**config.mk**
```make
export PLATFORM = sky130hd
export DESIGN_NAME = mlrp_conv
export DESIGN_NICKNAME = d
export VERILOG_FILES = /design/src/rtl/core/mlrp_pkg.sv /design/src/rtl/core/mlrp_conv.sv
export SDC_FILE = /design/constraint.sdc
export NUM_CORES = 1
export LEC_CHECK = 0
export ABC_AREA = 1
export BUFFER_PORTS_ARGS = -buffer_cell sky130_fd_sc_hd__buf_2
export CAP_MARGIN = 20
export CORE_ASPECT_RATIO = 0.6
export CORE_MARGIN = 2
export CORE_UTILIZATION = 59
export CTS_CLUSTER_SIZE = 28
export DETAILED_ROUTE_END_ITERATION = 8
export GPL_ROUTABILITY_DRIVEN = 0
export HOLD_SLACK_MARGIN = 0.1
export PLACE_DENSITY = 0.77
export SYNTH_ARGS = -nofsm -noshare
export SYNTH_HDL_FRONTEND = slang
export SYNTH_SLANG_ARGS = --single-unit
```
**constraint.sdc**
```tcl
create_clock -name clk -period 8.7 [get_ports clk]
set_input_delay 1.74 -clock clk [delete_from_list [all_inputs] [get_ports clk]]
set_output_delay 1.74 -clock clk [all_outputs]
set_load 0.01 [all_outputs]
```
**src/rtl/core/mlrp_pkg.sv**
```systemverilog
// Shared constants, types and character helpers for the modem line report parser.
// Used by mlrp_conv and modem_line_report_parser; depends on nothing else.
package mlrp_pkg;

  localparam int LINE_DEPTH = 512;
  localparam int IDX_W      = $clog2(LINE_DEPTH + 1);
  localparam int ADDR_W     = $clog2(LINE_DEPTH);

  localparam int FX_W = 27;
  localparam logic [FX_W-1:0] FIX_CAP = 27'd67108864;
  localparam logic [FX_W-1:0] FIX_NEG = 27'd33554432;
  localparam logic [FX_W-1:0] FIX_MAX = 27'd33554431;

  localparam logic [25:0] LAT_RESET = 26'd4236480;
  localparam logic [25:0] LON_RESET = 26'(-26'sd7112470);

  localparam logic [7:0] CH_NL    = 8'h0A;
  localparam logic [7:0] CH_STAR  = 8'h2A;
  localparam logic [7:0] CH_COMMA = 8'h2C;
  localparam logic [7:0] CH_MINUS = 8'h2D;
  localparam logic [7:0] CH_PLUS  = 8'h2B;
  localparam logic [7:0] CH_DOT   = 8'h2E;
  localparam logic [7:0] CH_ZERO  = 8'h30;
  localparam logic [7:0] CH_NINE  = 8'h39;
  localparam logic [7:0] CH_D     = 8'h44;
  localparam logic [7:0] CH_E     = 8'h45;
  localparam logic [7:0] CH_N     = 8'h4E;
  localparam logic [7:0] CH_O     = 8'h4F;
  localparam logic [7:0] CH_S     = 8'h53;
  localparam logic [7:0] CH_T     = 8'h54;
  localparam logic [7:0] CH_V     = 8'h56;

  localparam logic [1:0] KIND_OTHER = 2'd0;
  localparam logic [1:0] KIND_POS   = 2'd1;
  localparam logic [1:0] KIND_DT    = 2'd2;
  localparam logic [1:0] KIND_TX    = 2'd3;

  typedef struct packed {
    logic clr;
    logic step;
  } conv_ctl_t;

  function automatic logic is_space(input logic [7:0] c);
    return c == 8'h20 || c == 8'h09 || c == 8'h0B || c == 8'h0C || c == 8'h0D;
  endfunction

  function automatic logic is_digit(input logic [7:0] c);
    return c >= CH_ZERO && c <= CH_NINE;
  endfunction

  function automatic logic [3:0] digit_val(input logic [7:0] c);
    logic [7:0] d;
    d = c - CH_ZERO;
    return d[3:0];
  endfunction

endpackage

```
**src/rtl/core/mlrp_conv.sv**
```systemverilog
// Shared character-serial number converter: one character a cycle while
// stepped, into a saturated fixed-point magnitude and a 16-bit wrapped integer; uses mlrp_pkg.
module mlrp_conv (
  input  logic                      clk,
  input  logic                      rst_n,
  input  mlrp_pkg::conv_ctl_t       ctl,
  input  logic [7:0]                ch,
  output logic [mlrp_pkg::FX_W-1:0] fx,
  output logic [15:0]               wv,
  output logic                      neg,
  output logic                      dot
);

  typedef enum logic [1:0] {PH_SKIP, PH_INT, PH_FRAC, PH_STOP} phase_t;

  phase_t                    phase_r, phase_nxt;
  logic [2:0]                fd_r, fd_nxt;
  logic [mlrp_pkg::FX_W-1:0] fx_r, fx_nxt;
  logic [15:0]               wv_r, wv_nxt;
  logic                      neg_r, neg_nxt, dot_r, dot_nxt;

  logic [3:0]  d;
  logic [30:0] int_sum;
  logic [27:0] frac_sum;
  logic [16:0] scale;
  logic [2:0]  fd_inc;

  always_comb begin
    d = mlrp_pkg::digit_val(ch);
    int_sum = 31'(fx_r) * 31'd10 + 31'(d) * 31'd100000;
    fd_inc = (fd_r < 3'd6) ? fd_r + 3'd1 : fd_r;
    case (fd_inc)
      3'd1:    scale = 17'd10000;
      3'd2:    scale = 17'd1000;
      3'd3:    scale = 17'd100;
      3'd4:    scale = 17'd10;
      3'd5:    scale = 17'd1;
      default: scale = 17'd0;
    endcase
    frac_sum = 28'(fx_r) + 28'(d) * 28'(scale);

    phase_nxt = phase_r;
    fd_nxt    = fd_r;
    fx_nxt    = fx_r;
    wv_nxt    = wv_r;
    neg_nxt   = neg_r;
    dot_nxt   = dot_r;
    if (ctl.clr) begin
      phase_nxt = PH_SKIP;
      fd_nxt    = 3'd0;
      fx_nxt    = '0;
      wv_nxt    = '0;
      neg_nxt   = 1'b0;
      dot_nxt   = 1'b0;
    end else if (ctl.step) begin
      if (ch == mlrp_pkg::CH_MINUS) begin
        neg_nxt = 1'b1;
      end else begin
        if (ch == mlrp_pkg::CH_DOT) begin
          dot_nxt = 1'b1;
        end
        case (phase_r)
          PH_SKIP, PH_INT: begin
            if (phase_r == PH_SKIP && mlrp_pkg::is_space(ch)) begin
              phase_nxt = PH_SKIP;
            end else if (phase_r == PH_SKIP && ch == mlrp_pkg::CH_PLUS) begin
              phase_nxt = PH_INT;
            end else if (mlrp_pkg::is_digit(ch)) begin
              phase_nxt = PH_INT;
              wv_nxt = 16'(wv_r * 16'd10 + 16'(d));
              fx_nxt = (int_sum > 31'(mlrp_pkg::FIX_CAP)) ? mlrp_pkg::FIX_CAP
                                                          : int_sum[mlrp_pkg::FX_W-1:0];
            end else if (ch == mlrp_pkg::CH_DOT) begin
              phase_nxt = PH_FRAC;
            end else begin
              phase_nxt = PH_STOP;
            end
          end
          PH_FRAC: begin
            if (mlrp_pkg::is_digit(ch)) begin
              fd_nxt = fd_inc;
              if (fd_inc <= 3'd5) begin
                fx_nxt = (frac_sum > 28'(mlrp_pkg::FIX_CAP)) ? mlrp_pkg::FIX_CAP
                                                             : frac_sum[mlrp_pkg::FX_W-1:0];
              end
            end else begin
              phase_nxt = PH_STOP;
            end
          end
          default: phase_nxt = PH_STOP;
        endcase
      end
    end
  end

  always_ff @(posedge clk) begin
    if (!rst_n) begin
      phase_r <= PH_SKIP;
      fd_r    <= 3'd0;
      fx_r    <= '0;
      wv_r    <= '0;
      neg_r   <= 1'b0;
      dot_r   <= 1'b0;
    end else begin
      phase_r <= phase_nxt;
      fd_r    <= fd_nxt;
      fx_r    <= fx_nxt;
      wv_r    <= wv_nxt;
      neg_r   <= neg_nxt;
      dot_r   <= dot_nxt;
    end
  end

  assign fx  = fx_r;
  assign wv  = wv_r;
  assign neg = neg_r;
  assign dot = dot_r;

endmodule

```
==> results.toml, run 1 <==
[setup_path]
worstPathMaxFanout = 25
crit_type = "input pin to flop"
critical_path.startpoint_type = "input pin"
max_stage_delay_ps = 530
path_cells = "buf_2 -> clkinv_1 -> nor2_1 -> fa_1 -> fa_1 -> inv_1 -> fa_1 -> inv_1 -> ha_1 -> a21oi_1 -> nand2_1 -> nand2_1 -> nand2_1 -> inv_1 -> o21ai_0 -> nand2_1 -> nand3_1 -> nor2_1 -> nand2_1 -> nor2_1 -> nand3_1 -> nand2_2 -> a21oi_1 -> a21oi_2"
crit_top_cell = "nand2_1"
worstPathArrival_ps = 6890
critPathRequiredTime_ps = 8930
cp-end-kind = "flop"
slowest_stage = "fa_1"

[clock_tree]
clock_sinks = 50
cts_hold_buffers = 0
cts_root_buf = "clkbuf_16"
post_cts_resize_count = 0
clock_latency_ps = 310
cts_buffers = 5
htreeDepth = 2
post-cts-setup-buffer-count = 0
clk_pin_slew_ps = 80
cts.path.max_buffers = 2
cts_tree = "done"

[yosys]
yosys_warnings = 0
synth_cell_types = 42
syn_nets = 1834
synth-main-ff-cell = "dfxtp_1"
synth-async-reset-ratio_pct = 0
netlist_instances = 1641
yosysSeqAreaShare_pct = 9.83
synth_area_per_cell_um2 = 6.20
ys_ff_latch = 50
syn-cell-area_mm2 = 0.0102
synth_edf_count = 0

[power_and_ir_drop]
power.leakage_nw = 6.25
power_density_mw_per_mm2 = 68.4
max-vdd-ir-drop_uv = 59.8
power_mw = 0.739

[final_layout]
nets = 1880
layout-drive-gt1-share_pct = 8.77
layout_common_cells = "416 x nand2_1, 288 x inv_1, 160 x nor2_1"
finish.instance_area_mm2 = 0.0108
area_delta_synth_final_pct = 6.20
multi_input_area_mm2 = 0.00793
seq_area_mm2 = 0.00100
mostFrequentLayoutCell = "nand2_1"
n_antenna_cell = 0
fillers = 1645
fin_cells = 1922

[floorplan]
ios = 57
rows = 37
die_h_um = 106
start_util_pct = 59.9
core_area_mm2 = 0.0170
fp.dieArea_mm2 = 0.0184
die_w_um = 174

[detailed_routing]
drtIter0Drc = 1198
wire_per_inst_um = 15.7
drt_first_pass_iters = 8
drc = 0
ant_nets = 0
via_count = 10700
avgViaCountPerCell = 5.55
wirelength_um = 30200

[timing]
fin_setup_tns_ps = 0
max_freq_mhz = 150
setup_viol = 0
finalCritPeriodShare_pct = 76.5
rsz0062_at_grt = "false"
period_needed_ps = 6660
worstMarginPinSlew_ps = 725
report.final.slew_viol_count = 0
skew_ps = 11.8
max-slew-margin-rel_pct = 51.6
timing.final.hold_violations = 0

[place]
dp_hpwl_um = 25500
io_buffer_count = 56
place_inst = 1914
placed_area_mm2 = 0.0107

[global_route]
antenna_found_initial = 0
grt_pass1_vias = 9325
grt_max_degree = 43
grtUsageTotal_pct = 32.5
grt_overflow = 0
grt_pass1_wl_um = 47800

[hold_path]
hp-class = "flop to flop"

[run_status]
status = "finished clean"

[job]
cap_violations = 0
[registers in the layout, indices dropped and copies added (netlist names)]
| register | flops |
|---|---|
| fd_r | 3 |
| phase_r | 2 |
| dot | 1 |
| wv | 16 |
| fx | 27 |
| neg | 1 |
[through the flow]
step	hold slack [ps]	util [%]	worst slack, ps
2_1_floorplan	459	-	2930
3_3_place_gp	435	62.8	1900
3_5_place_dp	441	62.8	1870
4_1_cts	453	63.6	2160
5_1_grt	472	63.6	1600
6_report	450	63.6	2040
[cells in the mapped netlist, types with 13 or more instances]
master | instances | area share (%)
nand2_1 | 416 | 15
inv_1 | 288 | 11
nor2_1 | 161 | 5.9
ha_1 | 144 | 18
a21oi_1 | 120 | 5.9
nand3_1 | 89 | 4.4
o21ai_0 | 68 | 3.3
dfxtp_1 | 50 | 9.8
xor2_1 | 46 | 4.0
fa_1 | 37 | 7.3
nand4_1 | 36 | 2.2
nand3_2 | 23 | 2.3
a21oi_2 | 21 | 1.8
nor3_1 | 19 | 0.93
xnor2_1 | 16 | 1.4
clkbuf_1 | 13 | 0.48
[routing by layer]
metal | track usage [%] | routed length [um]
met1 | 52.3 | 15400
met2 | 43.3 | 11200
met3 | 8.01 | 3450
met4 | 3.60 | 203
met5 | 0 | 0
[area by class of cell]
type / count / area share, %
Inverter: 301 / 10.5
Timing Repair Buffer: 60 / 2.87
Sequential cell: 50 / 9.26
Clock inverter: 2 / 0.162
Multi-Input combinational cell: 1269 / 73.4
Tap cell: 234 / 2.71
Clock buffer: 6 / 1.19
[worst max-delay path, delay by kind of cell]
kind                     cells  cell delay [ps]
buffers and inverters        5              800
adder cells (fa/ha/maj)      4             1860
AND/OR/NAND/NOR             11             1720
AO/OA/AOI/OAI                4              760
[cells by family after synthesis]
| kind of cell | synth area share (%) |
|---|---|
| AND/OR/NAND/NOR | 34.3 |
| XOR/XNOR | 5.33 |
| buffers and inverters | 12.3 |
| flip-flops | 9.83 |
| AO/OA/AOI/OAI | 13.3 |
| adder cells (fa/ha/maj) | 25.0 |
[worst paths after layout]
check / start / endpoint / slack, ps / cells after the start
setup / recovery: ch[1] / fx[5] / 2040 / 24
hold / removal: dot / dot / 450 / 2
setup reg to reg: fd_r[0] / fx[5] / 2670 / 28
hold reg to reg: dot / dot / 450 / 2
[power breakdown]
group / internal (mW) / switching (mW)
Combinational: 0.0958 / 0.200
Clock: 0.109 / 0.102
Sequential: 0.230 / 0.00252
Total: 0.435 / 0.304
Note: power is estimated with default switching activity, not from simulation.
==> inputs of run 2 (changes only) <==
--- a/config.mk
+++ b/config.mk
@@ -10,12 +10,12 @@
 export CAP_MARGIN = 20
 export CORE_ASPECT_RATIO = 0.6
 export CORE_MARGIN = 2
-export CORE_UTILIZATION = 59
+export CORE_UTILIZATION = 58
 export CTS_CLUSTER_SIZE = 28
 export DETAILED_ROUTE_END_ITERATION = 8
 export GPL_ROUTABILITY_DRIVEN = 0
 export HOLD_SLACK_MARGIN = 0.1
-export PLACE_DENSITY = 0.77
+export PLACE_DENSITY = 0.79
 export SYNTH_ARGS = -nofsm -noshare
 export SYNTH_HDL_FRONTEND = slang
 export SYNTH_SLANG_ARGS = --single-unit
==> constraint.sdc (replaced) <==
create_clock -name clk -period 5.7 [get_ports clk]
set_input_delay 1.14 -clock clk [delete_from_list [all_inputs] [get_ports clk]]
set_output_delay 1.14 -clock clk [all_outputs]
set_load 0.01 [all_outputs]
==> run 2 against run 1 <==
  * Non-clock buffer count up 36
  * Sequential cell count did not move
  * Clock-buffer cell count down 1
  * Clock power grew 80%
  * Core utilization grew 2.8 points
  * Sequential power rose by 52%
  * Die area up 1.7%
  * Setup slack worse by 1800 ps
  * Critical path type unchanged
  * Sequential share of layout area decreased by 0.47 points
==> results.toml, run 2 (synthesis results as in run 1) <==
[timing]
period_needed_ps = 5440
finalCritPeriodShare_pct = 95.4
report.final.slew_viol_count = 0
rsz0062_at_grt = "true"
fin_setup_tns_ps = 0
worstMarginPinSlew_ps = 722
setup_viol = 0
skew_ps = 8.18
max_freq_mhz = 184
whs_ps = 452
max-slew-margin-rel_pct = 51.8
timing.final.hold_violations = 0

[hold_path]
hold_depth = 2
hp-class = "flop to flop"

[clock_tree]
cts_tree = "done"
cts_root_buf = "clkbuf_16"
htreeDepth = 2
cts.path.max_buffers = 2
clock_latency_ps = 310
clock_sinks = 50
clk_pin_slew_ps = 80
cts_buffers = 5

[final_layout]
largest_register_ffs = 27
fillers = 1590
layout-drive-gt1-share_pct = 13.6
mostFrequentLayoutCell = "nand2_1"
area_delta_synth_final_pct = 12.1
layout_common_cells = "410 x nand2_1, 287 x inv_1, 145 x nor2_1"
nets = 1920
n_antenna_cell = 0
utilization_pct = 66.4
fin_cells = 1962

[floorplan]
rows = 37
die_h_um = 107
start_util_pct = 59.3
core_area_mm2 = 0.0172
ios = 57
fp.dieArea_mm2 = 0.0187
die_w_um = 175

[global_route]
grt_pass1_vias = 9772
grt_pass1_wl_um = 51100
grt_overflow = 0
grtUsageTotal_pct = 34.4
antenna_found_initial = 0
grt_max_degree = 43

[detailed_routing]
drtIter0Drc = 1530
avgViaCountPerCell = 5.74
drc = 0
via_count = 11300
ant_nets = 0
wirelength_um = 33000
drt_first_pass_iters = 6
wire_per_inst_um = 16.8

[setup_path]
max_stage_delay_ps = 530
cp-end-kind = "flop"
reg2regPathDepth = 28
worstPathMaxFanout = 20
worstPathArrival_ps = 5670
critPathRequiredTime_ps = 5920
slowest_stage = "fa_1"
crit_top_cell = "nand2_1"
critical_path.startpoint_type = "input pin"
crit_type = "input pin to flop"

[power_and_ir_drop]
power_density_mw_per_mm2 = 109
max-vdd-ir-drop_uv = 102
power_mw = 1.24
power.leakage_nw = 6.48

[place]
io_buffer_count = 56
dp_hpwl_um = 26800
place_inst = 1947

[job]
cap_violations = 0

[run_status]
status = "finished clean"
==> run 2: repair_timing <==
item | in CTS | in global routing
endpoints found under the setup margin | 0 | 26
hold buffers | 0 | 0
gates resized for setup | 0 | 60
endpoints found under the hold margin | 0 | 0
setup buffers | 0 | 2
==> run 2: worst max-delay path, delay by kind of cell <==
kind	cells	cell delay, ps
AOI/OAI and AO/OA	2	430
adders and majority gates	4	1820
buffers and inverters	6	760
and+or+nand+nor	13	1510
==> run 2: layout make-up <==
cell class	count	area [um2]	share of cell area, %
clock inverter	3	47.5	0.417
timing repair buffer	96	636	5.57
tap	234	293	2.57
clock buffer	5	125	1.10
multi-input combinational	1272	8160	71.5
inverter	301	1140	9.97
timing repair inverter	1	7.51	0.0658
sequential	50	1000	8.78
==> run 2: final timing paths <==
kind | from | end | slack (ps)
min | dot | dot | 450
max | ch[1] | fx[0] | 260
max reg2reg | fd_r[1] | fx[0] | 350
min reg2reg | dot | dot | 450
==> run 2: per-stage QoR <==
stage	cell area (um2)	setup slack (ps)
2_1_floorplan	10200	534
3_3_place_gp	10900	-146
3_5_place_dp	10900	-193
4_1_cts	11100	93.5
5_1_grt	11400	-74.4
6_report	11400	259
==> run 2: layer usage <==
layer  global-route usage [%]  part of all wire (%)  up-vias
met5                        0                     0        -
met4                     4.05                   1.6        0
met3                     8.72                    13       55
met2                     47.3                    37      623
met1                     54.2                    48     5135
li1                         -                     -     5441
==> run 2: where the power goes <==
group / internal [mW] / leakage, nW / switching, mW
Combinational: 0.177 / 5.99 / 0.329
Sequential: 0.351 / 0.404 / 0.00414
Clock: 0.212 / 0.0848 / 0.168
Total: 0.739 / 6.48 / 0.501
==> inputs of run 3 (changes only) <==
--- a/config.mk
+++ b/config.mk
@@ -15,7 +15,7 @@
 export DETAILED_ROUTE_END_ITERATION = 8
 export GPL_ROUTABILITY_DRIVEN = 0
 export HOLD_SLACK_MARGIN = 0.1
-export PLACE_DENSITY = 0.79
+export PLACE_DENSITY = 0.77
 export SYNTH_ARGS = -nofsm -noshare
 export SYNTH_HDL_FRONTEND = slang
 export SYNTH_SLANG_ARGS = --single-unit
==> run 3 against run 2 <==
  * Sequential share of layout area down 0.11 points
  * Cell count up 0.87%
  * Register-to-register slack got worse by 160 ps
  * Worst hold slack worse by 4.5 ps
  * Global-route usage fell by 1.0 points
  * First-iteration DRC count down 5.9%
  * Setup slack got worse by 120 ps
  * Largest cell class unchanged
  * Highest routed layer unchanged
==> results.toml, run 3 (synthesis results as in run 1) <==
[floorplan]
start_util_pct = 59.3
ios = 57
die_w_um = 175
fp.dieArea_mm2 = 0.0187
core_area_mm2 = 0.0172
rows = 37
die_h_um = 107

[place]
dp_hpwl_um = 26400
io_buffer_count = 56
place_inst = 1967

[clock_tree]
htreeDepth = 2
cts_root_buf = "clkbuf_16"
cts_tree = "done"
clk_pin_slew_ps = 70
clock_latency_ps = 300
cts.path.max_buffers = 2
clock_sinks = 50
cts_buffers = 5

[final_layout]
mostFrequentLayoutCell = "nand2_1"
layout_common_cells = "411 x nand2_1, 287 x inv_1, 152 x nor2_1"
largest_register_ffs = 27
seq_area_mm2 = 0.00100
area_delta_synth_final_pct = 13.5
multi_input_area_mm2 = 0.00817
layout-drive-gt1-share_pct = 14.4
nets = 1937
fillers = 1548
fin_cells = 1979
n_antenna_cell = 0

[job]
cap_violations = 0

[timing]
fin_setup_tns_ps = 0
max-slew-margin-rel_pct = 53.5
setup_viol = 0
max_freq_mhz = 180
skew_ps = 11.1
timing.final.hold_violations = 0
period_needed_ps = 5560
finalCritPeriodShare_pct = 97.5
worstMarginPinSlew_ps = 696
report.final.slew_viol_count = 0

[hold_path]
hold_end = "dot"
hold_depth = 2
hold_start = "dot"
hp-class = "flop to flop"

[setup_path]
worstPathArrival_ps = 5790
r2r_end = "fx[0]"
reg2regPathDepth = 28
critPathRequiredTime_ps = 5930
crit_top_cell = "nand2_1"
r2r_slack_ps = 190
cp-startpoint = "ch[1]"
cp-end-kind = "flop"
critical_path.startpoint_type = "input pin"
r2r_start = "fd_r[0]"
slowest_stage = "fa_1"
max_stage_delay_ps = 410
crit_type = "input pin to flop"
worstPathMaxFanout = 12

[global_route]
grt_pass1_wl_um = 49700
grtUsageTotal_pct = 33.4
grt_overflow = 0
grt_max_degree = 43
grt_pass1_vias = 9655
antenna_found_initial = 0

[detailed_routing]
ant_nets = 0
wire_per_inst_um = 16.3
via_count = 11200
drc = 0
drtIter0Drc = 1440
avgViaCountPerCell = 5.64
wirelength_um = 32200
drt_first_pass_iters = 6

[power_and_ir_drop]
max-vdd-ir-drop_uv = 110
power.leakage_nw = 6.57
power_density_mw_per_mm2 = 107

[run_status]
status = "finished clean"
## run 3: cell count changes in the layout (fill, tap and decap cells not counted), sizes merged
| cell | before | now |
|---|---|---|
| buf | 95 | 116 |
| clkbuf | 6 | 7 |
| nand2 | 428 | 425 |
| inv | 298 | 297 |
| clkinv | 3 | 4 |
| clkinvlp | 3 | 1 |
## run 3: worst max-delay path: cells and delay by family
family | cells | cell delay (ps)
fa+ha+maj | 4 | 1220
compound gates | 7 | 1060
simple gates | 14 | 1520
xor+xnor | 1 | 300
buf+inv | 4 | 570
## run 3: what timing repair did
| action | CTS | global route |
|---|---|---|
| hold endpoints to repair | 0 | 0 |
| hold buffers | 0 | 0 |
| buffers inserted | 0 | 3 |
| gates resized for setup | 0 | 60 |
| setup endpoints to repair | 0 | 27 |
## run 3: cell type report
cell class                 instances  area share (%)
multi-input combinational       1269            70.7
inverter                         301            9.78
sequential                        50            8.67
timing repair buffer             117            6.87
tap                              234            2.53
clock buffer                       6            1.12
clock inverter                     2           0.325
## run 3: how the worst max path moves through the flow
stage | slack [ps] | end | depth (start not counted)
6_report | 140 | fx[18] | 30
5_1_grt | -90 | fx[0] | 32
4_1_cts | 40 | fx[23] | 30
3_5_place_dp | -230 | fx[23] | 30
3_3_place_gp | -140 | fx[23] | 30
2_1_floorplan | 530 | fx[10] | 25
## run 3: power breakdown
group / total, mW / switching [mW] / internal (mW)
Clock: 0.355 / 0.147 / 0.208
Combinational: 0.531 / 0.333 / 0.198
Sequential: 0.355 / 0.00397 / 0.351
## run 3: metal layers
layer | vias up | track usage [%] | share of wire, %
met5 | - | 0 | 0
met4 | 0 | 2.50 | 0.77
met3 | 26 | 9.43 | 13
met2 | 600 | 45.3 | 38
met1 | 5075 | 53.1 | 49
li1 | 5470 | - | -
## run 3: through the flow
stage,power [mW],util [%],hold slack (ps),instance area (um2),setup slack (ps)
global route,1.31,67.3,484,11600,-85.5
CTS,1.19,65.6,451,11300,38.0
floorplan,0.684,-,459,10200,534
detailed placement,0.840,64.6,439,11100,-230
global placement,0.834,64.6,438,11100,-143
finish,1.24,67.3,448,11600,143
